## config.mk

```make
export PLATFORM = sky130hd
export DESIGN_NAME = linear_interp_resampler_unit_flat
export DESIGN_NICKNAME = d
export VERILOG_FILES = /design/src/lir_pkg.sv /design/src/lir_stream_if.sv /design/src/linear_interp_resampler_unit.sv /design/src/flat_wrapper.sv
export SDC_FILE = /design/constraint.sdc
export NUM_CORES = 2
export LEC_CHECK = 0
export BUFFER_PORTS_ARGS = -buffer_cell sky130_fd_sc_hd__clkbuf_2
export CAP_MARGIN = 20
export CORE_MARGIN = 8
export CORE_UTILIZATION = 50
export CTS_BUF_LIST = sky130_fd_sc_hd__clkbuf_8
export DETAILED_ROUTE_END_ITERATION = 10
export GPL_TIMING_DRIVEN = 0
export PLACE_DENSITY = 0.67
export SYNTH_ARGS = -nofsm -noshare
export SYNTH_HDL_FRONTEND = slang
export SYNTH_SLANG_ARGS = --single-unit
```

## constraint.sdc

```tcl
create_clock -name clk -period 10.3 [get_ports clk]
set_clock_uncertainty 0.1 [all_clocks]
set_input_delay 1.03 -clock clk [delete_from_list [all_inputs] [get_ports clk]]
set_output_delay 1.03 -clock clk [all_outputs]
set_load 0.01 [all_outputs]
```

## src/lir_pkg.sv

```systemverilog
`timescale 1ns / 1ps
// ============================================================================
// lir_pkg
// Shared types and constants for the linear interpolation resampler.
// ============================================================================
package lir_pkg;

    // Pending destination frames, each waiting for a confirmed successor
    localparam int QUEUE_DEPTH = 4;
    localparam int QCNT_W      = $clog2(QUEUE_DEPTH + 1);

    // Maximum destination frames released for one source frame
    localparam int MAX_RESULTS = 32;
    localparam int ECNT_W      = $clog2(MAX_RESULTS + 1);

    // Configuration register indexes
    localparam int CFG_IDX_W = 1;
    localparam logic [CFG_IDX_W-1:0] REG_STEP_Q16    = 1'b0;
    localparam logic [CFG_IDX_W-1:0] REG_MONO_SOURCE = 1'b1;

    typedef enum logic [3:0] {
        ST_IDLE,     // wait for a source frame
        ST_DRAIN,    // release queued frames that are far enough behind
        ST_LOOP,     // decide whether another destination frame falls here
        ST_MUL_L,    // multiply left delta by fraction
        ST_MUL_R,    // finish left, multiply right delta by fraction
        ST_PUSH,     // finish right, enqueue the new destination frame
        ST_UPDATE,   // shift current frame into previous
        ST_FQ,       // end of run: release valid queued frames
        ST_FHOLD,    // end of run: repeat the last frame
        ST_FLUSH     // hand the staged frame to the output
    } lir_state_t;

endpackage

```

## src/lir_stream_if.sv

```systemverilog
`timescale 1ns / 1ps
// ============================================================================
// lir_in_if / lir_out_if
// Valid/ready channels for source frames and destination frames.
// ============================================================================
interface lir_in_if #(
    parameter int SAMPLE_BITS = 24
);
    logic                          valid;
    logic                          ready;
    logic signed [SAMPLE_BITS-1:0] sample_left;
    logic signed [SAMPLE_BITS-1:0] sample_right;
    logic                          final_frame;

    modport source (output valid, sample_left, sample_right, final_frame, input ready);
    modport sink   (input valid, sample_left, sample_right, final_frame, output ready);
endinterface

interface lir_out_if #(
    parameter int SAMPLE_BITS = 24
);
    logic                          valid;
    logic                          ready;
    logic signed [SAMPLE_BITS-1:0] out_left;
    logic signed [SAMPLE_BITS-1:0] out_right;
    logic                          run_end;

    modport source (output valid, out_left, out_right, run_end, input ready);
    modport sink   (input valid, out_left, out_right, run_end, output ready);
endinterface

```

## src/linear_interp_resampler_unit.sv

```systemverilog
`timescale 1ns / 1ps
// ============================================================================
// linear_interp_resampler_unit
// Two-channel linear interpolation sample rate converter, Q5.16 step.
// ============================================================================
// Each accepted source frame runs through a small sequencer around one shared
// multiplier; the block drops src.ready until the frame is finished. A frame
// passes through bookkeeping states (transfer, first drain check, last loop
// check, update, flush) plus, for every destination frame that falls inside
// it, a loop check, two multiplier passes, one enqueue and one drain check,
// and one release step for every queued frame it releases. The final frame
// of a run adds an end-of-run queue release and a hold of the last frame,
// with one step per queued frame and per held repeat that it releases.
// Output transfers are decoupled by a stage register and an output register,
// so a waiting result only stalls the sequencer when both are full.
// Destination frame i sits at source position i*step; its value is
// a + round((b - a) * frac), half rounded up. A frame is released once a
// successor is known; the last frame of a run carries run_end. At most 32
// frames leave per source frame, the rest are dropped.
// ============================================================================
module linear_interp_resampler_unit
    import lir_pkg::*;
#(
    parameter int SAMPLE_BITS = 24,
    parameter int FRAC_BITS   = 16,
    parameter int CHANNELS    = 2
) (
    input  logic                        clk,
    input  logic                        rst_n,
    lir_in_if.sink                      src,
    lir_out_if.source                   dst,
    input  logic                        cfg_write,
    input  logic [CFG_IDX_W-1:0]        cfg_index,
    input  logic [FRAC_BITS+4:0]        cfg_data
);

    localparam int SB  = SAMPLE_BITS;
    localparam int SW  = FRAC_BITS + 5;          // step register width
    localparam int PW  = FRAC_BITS + 6;          // positions and distances
    localparam int CW  = PW + 2;                 // compare width for 2x/3x
    localparam int DW  = SB + 1;                 // sample difference
    localparam int PRW = DW + FRAC_BITS + 1;     // product width

    localparam logic [PW-1:0] ONE     = PW'(1) << FRAC_BITS;
    localparam logic [SW-1:0] STEP_LO = SW'(1) << (FRAC_BITS - 4);
    localparam logic [SW-1:0] STEP_HI = SW'(1) << (FRAC_BITS + 4);
    localparam logic [SW-1:0] STEP_RST = SW'(1) << FRAC_BITS;
    localparam logic signed [PRW-1:0] RND = PRW'(1) << (FRAC_BITS - 1);
    localparam logic [ECNT_W-1:0] EMIT_CAP = ECNT_W'(MAX_RESULTS);

    // ------------------------------------------------------------------
    // Configuration
    // ------------------------------------------------------------------
    logic [SW-1:0] step_reg;
    logic          mono_reg;

    // ------------------------------------------------------------------
    // Run state and sequencer
    // ------------------------------------------------------------------
    lir_state_t              state_reg, state_next;
    logic                    have_prev_reg;
    logic                    released_reg;
    logic                    fin_first_reg;
    logic                    final_reg;
    logic [PW-1:0]           next_pos_reg;
    logic [PW-1:0]           p_reg;
    logic [QCNT_W-1:0]       q_cnt_reg;
    logic [ECNT_W-1:0]       emit_cnt_reg;

    logic signed [SB-1:0]    cur_l_reg, cur_r_reg;
    logic signed [SB-1:0]    prev_l_reg, prev_r_reg;
    logic signed [SB-1:0]    tmp_l_reg;
    logic signed [PRW-1:0]   prod_reg;

    logic signed [SB-1:0]    q_l_reg [QUEUE_DEPTH];
    logic signed [SB-1:0]    q_r_reg [QUEUE_DEPTH];
    logic [PW-1:0]           q_d_reg [QUEUE_DEPTH];

    // Stage holds the newest result until it is known whether it ends the run
    logic                    stage_v_reg;
    logic signed [SB-1:0]    stage_l_reg, stage_r_reg;

    logic                    out_v_reg;
    logic                    out_end_reg;
    logic signed [SB-1:0]    out_l_reg, out_r_reg;

    // ------------------------------------------------------------------
    // Shared arithmetic
    // ------------------------------------------------------------------
    logic [SW-1:0]           step_eff;
    logic [PW-1:0]           step_pw;
    logic [CW-1:0]           head_d2, step3, step_c, hold_lhs, two_one;
    logic                    head_drain, head_fin_ok, hold_more;
    logic                    p_lt_one, q_full, q_empty;
    logic                    accept, out_free, cap_hit, emit_ok;
    logic signed [DW-1:0]    mul_a;
    logic signed [FRAC_BITS:0] mul_b;
    logic signed [PRW-1:0]   rnd_sum, rnd_sh;
    logic signed [SB-1:0]    interp_val, interp_prev;
    logic                    src_mono;

    // Control from the sequencer
    logic                    emit_req, emit_cur, pop_req, flush_done, advance;
    logic                    out_load;

    // Clamp the step to the range 1/16 .. 16
    always_comb
    begin
        if (step_reg < STEP_LO)
            step_eff = STEP_LO;
        else if (step_reg > STEP_HI)
            step_eff = STEP_HI;
        else
            step_eff = step_reg;
    end

    assign step_pw  = PW'(step_eff);
    assign step_c   = CW'(step_pw);
    assign step3    = step_c + (step_c << 1);
    assign head_d2  = CW'(q_d_reg[0]) << 1;
    assign hold_lhs = (CW'(p_reg) << 1) + step_c;
    assign two_one  = CW'(ONE) << 1;

    assign q_empty     = (q_cnt_reg == '0);
    assign q_full      = (q_cnt_reg == QCNT_W'(QUEUE_DEPTH));
    assign p_lt_one    = (p_reg < ONE);
    assign head_drain  = !q_empty && (head_d2 >= step3);
    assign head_fin_ok = (head_d2 >= step_c) || (fin_first_reg && !released_reg);
    assign hold_more   = (hold_lhs <= two_one);

    assign accept   = src.valid && src.ready;
    assign out_free = !out_v_reg || dst.ready;
    assign cap_hit  = (emit_cnt_reg == EMIT_CAP);
    assign emit_ok  = cap_hit || !stage_v_reg || out_free;
    assign src_mono = mono_reg || (CHANNELS < 2);

    // One multiplier: left delta first, right delta on the next cycle
    assign mul_a = (state_reg == ST_MUL_L) ? (DW'(cur_l_reg) - DW'(prev_l_reg))
                                           : (DW'(cur_r_reg) - DW'(prev_r_reg));
    assign mul_b = $signed({1'b0, p_reg[FRAC_BITS-1:0]});

    assign interp_prev = (state_reg == ST_MUL_R) ? prev_l_reg : prev_r_reg;
    assign rnd_sum     = prod_reg + RND;
    assign rnd_sh      = rnd_sum >>> FRAC_BITS;
    assign interp_val  = interp_prev + rnd_sh[SB-1:0];

    // ------------------------------------------------------------------
    // Sequencer outputs
    // ------------------------------------------------------------------
    always_comb
    begin
        emit_req   = 1'b0;
        emit_cur   = 1'b0;
        pop_req    = 1'b0;
        flush_done = 1'b0;
        unique case (state_reg)
            ST_DRAIN:
            begin
                emit_req = head_drain;
                pop_req  = head_drain;
            end
            ST_LOOP:
            begin
                // A full queue releases its oldest frame early
                emit_req = p_lt_one && q_full;
                pop_req  = p_lt_one && q_full;
            end
            ST_FQ:
            begin
                emit_req = !q_empty && head_fin_ok;
                pop_req  = !q_empty && head_fin_ok;
            end
            ST_FHOLD:
            begin
                emit_req = hold_more;
                emit_cur = 1'b1;
            end
            ST_FLUSH:
            begin
                // A final frame that released nothing still yields the last frame
                emit_req   = final_reg && (emit_cnt_reg == '0);
                emit_cur   = 1'b1;
                flush_done = !emit_req && (!stage_v_reg || out_free);
            end
            default:
            begin
            end
        endcase
    end

    assign advance = !emit_req || emit_ok;

    // The staged frame moves to the output on a new emit or at the flush
    assign out_load = stage_v_reg && ((emit_req && emit_ok && !cap_hit) || flush_done);

    // ------------------------------------------------------------------
    // Sequencer next state
    // ------------------------------------------------------------------
    always_comb
    begin
        state_next = state_reg;
        unique case (state_reg)
            ST_IDLE:
            begin
                if (accept)
                    state_next = have_prev_reg ? ST_DRAIN : ST_UPDATE;
            end
            ST_DRAIN:
            begin
                if (!head_drain)
                    state_next = ST_LOOP;
            end
            ST_LOOP:
            begin
                if (!p_lt_one)
                    state_next = ST_UPDATE;
                else if (!q_full)
                    state_next = ST_MUL_L;
            end
            ST_MUL_L:  state_next = ST_MUL_R;
            ST_MUL_R:  state_next = ST_PUSH;
            ST_PUSH:   state_next = ST_DRAIN;
            ST_UPDATE: state_next = final_reg ? ST_FQ : ST_FLUSH;
            ST_FQ:
            begin
                if (q_empty)
                    state_next = ST_FHOLD;
                else if (!head_fin_ok)
                    state_next = ST_FLUSH;
            end
            ST_FHOLD:
            begin
                if (!hold_more)
                    state_next = ST_FLUSH;
            end
            ST_FLUSH:
            begin
                if (flush_done)
                    state_next = ST_IDLE;
            end
            default:   state_next = ST_IDLE;
        endcase
    end

    // ------------------------------------------------------------------
    // Control registers
    // ------------------------------------------------------------------
    always_ff @(posedge clk or negedge rst_n)
    begin
        if (!rst_n)
        begin
            state_reg     <= ST_IDLE;
            step_reg      <= STEP_RST;
            mono_reg      <= 1'b0;
            have_prev_reg <= 1'b0;
            released_reg  <= 1'b0;
            fin_first_reg <= 1'b0;
            final_reg     <= 1'b0;
            next_pos_reg  <= '0;
            p_reg         <= '0;
            q_cnt_reg     <= '0;
            emit_cnt_reg  <= '0;
            stage_v_reg   <= 1'b0;
            out_v_reg     <= 1'b0;
            out_end_reg   <= 1'b0;
        end
        else
        begin
            if (advance)
                state_reg <= state_next;

            if (cfg_write)
            begin
                unique case (cfg_index)
                    REG_STEP_Q16:    step_reg <= cfg_data;
                    REG_MONO_SOURCE: mono_reg <= cfg_data[0];
                    default:
                    begin
                    end
                endcase
            end

            // Load the output from the stage, else drop it once its transfer
            // completes; only the flush of a final frame marks the run end
            if (out_load)
            begin
                out_v_reg   <= 1'b1;
                out_end_reg <= flush_done && final_reg;
            end
            else if (out_v_reg && dst.ready)
                out_v_reg <= 1'b0;

            if (accept)
            begin
                final_reg    <= src.final_frame;
                emit_cnt_reg <= '0;
                p_reg        <= next_pos_reg;
            end

            if (state_reg == ST_LOOP && !p_lt_one)
                next_pos_reg <= p_reg - ONE;

            if (state_reg == ST_PUSH)
            begin
                q_cnt_reg <= q_cnt_reg + QCNT_W'(1);
                p_reg     <= p_reg + step_pw;
            end

            if (pop_req && emit_ok)
            begin
                q_cnt_reg     <= q_cnt_reg - QCNT_W'(1);
                released_reg  <= 1'b1;
                fin_first_reg <= 1'b0;
            end

            if (state_reg == ST_UPDATE)
            begin
                have_prev_reg <= 1'b1;
                fin_first_reg <= 1'b1;
            end

            if (state_reg == ST_FQ && q_empty)
                p_reg <= next_pos_reg;

            if (state_reg == ST_FHOLD && hold_more && emit_ok)
                p_reg <= p_reg + step_pw;

            // Emit: the new result takes the stage
            if (emit_req && emit_ok && !cap_hit)
            begin
                emit_cnt_reg <= emit_cnt_reg + ECNT_W'(1);
                stage_v_reg  <= 1'b1;
            end

            if (flush_done)
            begin
                if (stage_v_reg)
                    stage_v_reg <= 1'b0;
                if (final_reg)
                begin
                    have_prev_reg <= 1'b0;
                    released_reg  <= 1'b0;
                    next_pos_reg  <= '0;
                    q_cnt_reg     <= '0;
                end
            end
        end
    end

    // ------------------------------------------------------------------
    // Sample data
    // ------------------------------------------------------------------
    always_ff @(posedge clk)
    begin
        if (accept)
        begin
            cur_l_reg <= src.sample_left;
            cur_r_reg <= src_mono ? src.sample_left : src.sample_right;
            // Every pending frame moves one source frame further back
            for (int i = 0; i < QUEUE_DEPTH; i++)
                q_d_reg[i] <= q_d_reg[i] + ONE;
        end

        if (state_reg == ST_MUL_L || state_reg == ST_MUL_R)
            prod_reg <= mul_a * mul_b;

        if (state_reg == ST_MUL_R)
            tmp_l_reg <= interp_val;

        if (state_reg == ST_PUSH)
        begin
            q_l_reg[q_cnt_reg[QCNT_W-2:0]] <= tmp_l_reg;
            q_r_reg[q_cnt_reg[QCNT_W-2:0]] <= interp_val;
            q_d_reg[q_cnt_reg[QCNT_W-2:0]] <= (ONE << 1) - p_reg;
        end

        if (pop_req && emit_ok)
        begin
            for (int i = 0; i < QUEUE_DEPTH - 1; i++)
            begin
                q_l_reg[i] <= q_l_reg[i + 1];
                q_r_reg[i] <= q_r_reg[i + 1];
                q_d_reg[i] <= q_d_reg[i + 1];
            end
        end

        if (state_reg == ST_UPDATE)
        begin
            prev_l_reg <= cur_l_reg;
            prev_r_reg <= cur_r_reg;
        end

        if (emit_req && emit_ok && !cap_hit)
        begin
            stage_l_reg <= emit_cur ? cur_l_reg : q_l_reg[0];
            stage_r_reg <= emit_cur ? cur_r_reg : q_r_reg[0];
            if (stage_v_reg)
            begin
                out_l_reg <= stage_l_reg;
                out_r_reg <= stage_r_reg;
            end
        end

        if (flush_done && stage_v_reg)
        begin
            out_l_reg <= stage_l_reg;
            out_r_reg <= stage_r_reg;
        end
    end

    // ------------------------------------------------------------------
    // Ports
    // ------------------------------------------------------------------
    assign src.ready     = (state_reg == ST_IDLE);
    assign dst.valid     = out_v_reg;
    assign dst.out_left  = out_l_reg;
    assign dst.out_right = out_r_reg;
    assign dst.run_end   = out_end_reg;

endmodule

```

## src/flat_wrapper.sv

```systemverilog
// flat-port wrapper written by rule: the top's interface ports become plain ports
module linear_interp_resampler_unit_flat import lir_pkg::*;
#(
    parameter int SAMPLE_BITS = 24,
    parameter int FRAC_BITS   = 16,
    parameter int CHANNELS    = 2
)
  (clk, rst_n, cfg_write, cfg_index, cfg_data, src_valid, src_sample_left, src_sample_right, src_final_frame, src_ready, dst_valid, dst_out_left, dst_out_right, dst_run_end, dst_ready);
  lir_in_if #(.SAMPLE_BITS(SAMPLE_BITS)) src_i ();
  lir_out_if #(.SAMPLE_BITS(SAMPLE_BITS)) dst_i ();
  input  logic clk;
  input  logic rst_n;
  input  logic cfg_write;
  input  logic [CFG_IDX_W-1:0] cfg_index;
  input  logic [FRAC_BITS+4:0] cfg_data;
  input wire logic [$bits(src_i.valid)-1:0] src_valid;
  input wire logic [$bits(src_i.sample_left)-1:0] src_sample_left;
  input wire logic [$bits(src_i.sample_right)-1:0] src_sample_right;
  input wire logic [$bits(src_i.final_frame)-1:0] src_final_frame;
  output wire logic [$bits(src_i.ready)-1:0] src_ready;
  output wire logic [$bits(dst_i.valid)-1:0] dst_valid;
  output wire logic [$bits(dst_i.out_left)-1:0] dst_out_left;
  output wire logic [$bits(dst_i.out_right)-1:0] dst_out_right;
  output wire logic [$bits(dst_i.run_end)-1:0] dst_run_end;
  input wire logic [$bits(dst_i.ready)-1:0] dst_ready;
  assign src_i.valid = src_valid;
  assign src_i.sample_left = src_sample_left;
  assign src_i.sample_right = src_sample_right;
  assign src_i.final_frame = src_final_frame;
  assign src_ready = src_i.ready;
  assign dst_valid = dst_i.valid;
  assign dst_out_left = dst_i.out_left;
  assign dst_out_right = dst_i.out_right;
  assign dst_run_end = dst_i.run_end;
  assign dst_i.ready = dst_ready;
  linear_interp_resampler_unit #(.SAMPLE_BITS(SAMPLE_BITS), .FRAC_BITS(FRAC_BITS), .CHANNELS(CHANNELS)) u_core (.clk(clk), .rst_n(rst_n), .src(src_i), .dst(dst_i), .cfg_write(cfg_write), .cfg_index(cfg_index), .cfg_data(cfg_data));
endmodule
```

==> impl_metrics.tcl <==
set metrics [dict create \
    worstSetupPathType "register to register" \
    hold_path_class "input pin to async pin" \
    die_area_um2 100900 \
    slowest_delay_ps 640 \
    cp-start-kind "register" \
    postRouteAntennaNets 0 \
    cts_max_level 3 \
    rsz0062_at_grt "no" \
    grt_overflow 0 \
    first_pass_iters 5 \
    coreArea_um2 90150 \
    cp.required_ps 10660 \
    setup_viol_count_final 0 \
    drive_above_1_share_pct 10.14 \
    grt_max_degree 62 \
    max_slew_margin_pct 34.45 \
    synth_area_leaders "edfxtp_1 (34%), fa_1 (17%), ha_1 (7.9%), nand2_1 (5.2%), inv_1 (4.9%)" \
    worst_pin_slew_ps 983.2 \
    critPathBufInv 5 \
    instances_no_fill 5811 \
    outcome "complete, no violations" \
    cts_hold_buf 0 \
    clk_latency_ps 740 \
    cp-end-kind "register" \
    clock-sinks 607 \
    finalCritPeriodShare_pct 97.28 \
    async_reset_ff_share_pct 14.17 \
    antenna_found_initial 7 \
    setup_tns_ps 0 \
    area_growth_pct 10.05 \
    fp.dieW_um 317.6 \
    cpLargestDelayFamily "adder cells" \
    dp.final_hpwl_mm 96.20 \
    cp_max_fo 10 \
    grt_pass1_vias 32480 \
    fillCellCount 7803 \
    gr-usage-all-layers_pct 23.63 \
    synth_area_um2 45480 \
    netlist_instances 4307 \
    start_util_pct 50.45 \
    vias_per_cell 5.580 \
    num_rows 110 \
    ys.flop_type "edfxtp_1" \
    cts_buffers 101 \
    die_h_um 317.6 \
    grt_pass1_wl_mm 187.6 \
    clk_pin_slew_worst_paths_ps 70 \
    ys_ff_latch 607 \
    port_buffers 126 \
    cts-root-buf "clkbuf_8" \
    fmax_mhz 99.80 \
    cap_violations 0 \
    synth.avg_cell_area_um2 10.56 \
    min_period_ps 10020 \
    synth_cell_types 89 \
    wl_per_cell_um 20.72 \
    ioPinCount 127 \
    synth_top_area_cell "edfxtp_1" \
    drc_errors 0 \
    hold_viol 0 \
    clk_path_buf_depth 3 \
    drt_iter0_markers 2494 \
    synth_edf_count 521 \
    synth_top_area_share_pct 34.40 \
    syn-num-nets 5048 \
    cpMostUsedCell "fa_1" \
    yosysWarnings 0 \
    routabilityCongestion 0.9278 \
    slowest_stage "fa_1" \
    tritoncts "built" \
    vias 32430 \
    arrival_ps 10380 \
    yosysSeqAreaShare_pct 39.13 \
    fin_nets 5298 \
    routed_wl_mm 120.4 \
    dp.cells 5619 \
    report.final.slew_viol_count 0 \
]
## synth_stat cells, drive strengths merged (97+ instances only)
| cell | n |
|---|---|
| a21o | 103 |
| a21oi | 144 |
| and2 | 203 |
| clkbuf | 126 |
| edfxtp | 521 |
| fa | 378 |
| ha | 287 |
| inv | 599 |
| mux2 | 97 |
| nand2 | 633 |
| nor2 | 156 |
| o21ai | 146 |
| xnor2 | 135 |
## layer usage
layer / global-route usage (%) / up-vias / share of wire [%]
li1: - / 15020 / -
met1: 32.15 / 16050 / 43
met2: 38.58 / 1169 / 47
met3: 4.420 / 181 / 7.8
met4: 6.937 / 2 / 2.7
met5: 0 / - / 0.011
## worst paths after layout
path                                             start                      end  slack, ps  depth (start not counted)
worst min register to register  u_core.stage_l_reg[12]  u_core.dst.out_left[12]        310                          0
worst max register to register     u_core.cur_r_reg[0]      u_core.prod_reg[33]        280                         35
max in group asynchronous                        rst_n   u_core.next_pos_reg[2]       9200                          2
worst max-delay path               u_core.cur_r_reg[0]      u_core.prod_reg[33]        280                         35
min in group clk                u_core.stage_l_reg[12]  u_core.dst.out_left[12]        310                          0
worst min-delay path                             rst_n      u_core.step_reg[12]        200                          1
## area by class of cell
cell class	instances	area, um^2	area share, %
inverter	599	2251	4.497
clock buffer	107	1473	2.942
sequential	607	17800	35.56
timing repair buffer	149	953.4	1.905
buffer	159	651.9	1.302
antenna	2	5.005	0.01000
tap	1176	1471	2.940
clock inverter	72	457.9	0.9150
multi-input combinational	2940	24990	49.93
## worst reg2reg max path: cells and delay by family (launching register included)
kind                       cells  cell delay (ps)
muxes                          1              390
buffers and inverters          5              760
DFF                            1              520
xor gates and xnor gates       2              320
AOI/OAI and AO/OA             11             2540
adders and majority gates      9             4050
and+or+nand+nor                7             1060
## per-stage QoR
step / area [um^2] / setup WS [ps] / utilization [%] / hold WS [ps]
after floorplan: 45480 / 1516 / - / 300.3
after global placement: 47580 / -1410 / 52.78 / 300.2
after detailed placement: 47830 / -1476 / 53.06 / 304.5
after CTS: 49890 / 54.40 / 55.34 / 156.1
after global routing: 50050 / 3.403 / 55.52 / 202.8
final: 50050 / 280.3 / 55.52 / 204.9
## kinds of logic (layout without fill, tap and decap cells)
group	count (synthesis)	count (layout)	share of synthesized area (%)
AOI/OAI and AO/OA	677	677	10.10
xor gates and xnor gates	200	200	3.852
adders and majority gates	667	667	24.58
buffers and inverters	760	1086	6.341
DFF	607	607	39.13
muxes	119	119	2.886
other	0	2	0
and+or+nand+nor	1277	1277	13.10
## timing repair
action / 4_1_cts / 5_1_grt
buffers inserted: 5 / 7
endpoints found under the hold margin: 0 / 0
resized for setup: 27 / 34
endpoints found under the setup margin: 19 / 11
pin swaps: 1 / 1
## placed cells by master, fill, tap and decap left out, drive strengths merged, types with 16 or more instances in the layout
cell and n:
nand4 22, o21bai 19, o221ai 20, a21o 103, clkbuf 356, a22o 44
o211ai 23, inv 638, fa 378, buf 59, nor2 156, dfrtp 85
a31oi 16, o21ai 146, mux2 97, nor2b 23, nor3 42, mux2i 22
ha 287, xor2 65, and2 203, or3 17, nand3 53, nand2 633
a21oi 144, and3 34, clkinv 26, xnor2 135, nand2b 39, a211oi 27
edfxtp 521, o21a 38
Power is not shown: default switching activity piles up to over one toggle a cycle in this logic, so the estimate is an artifact.
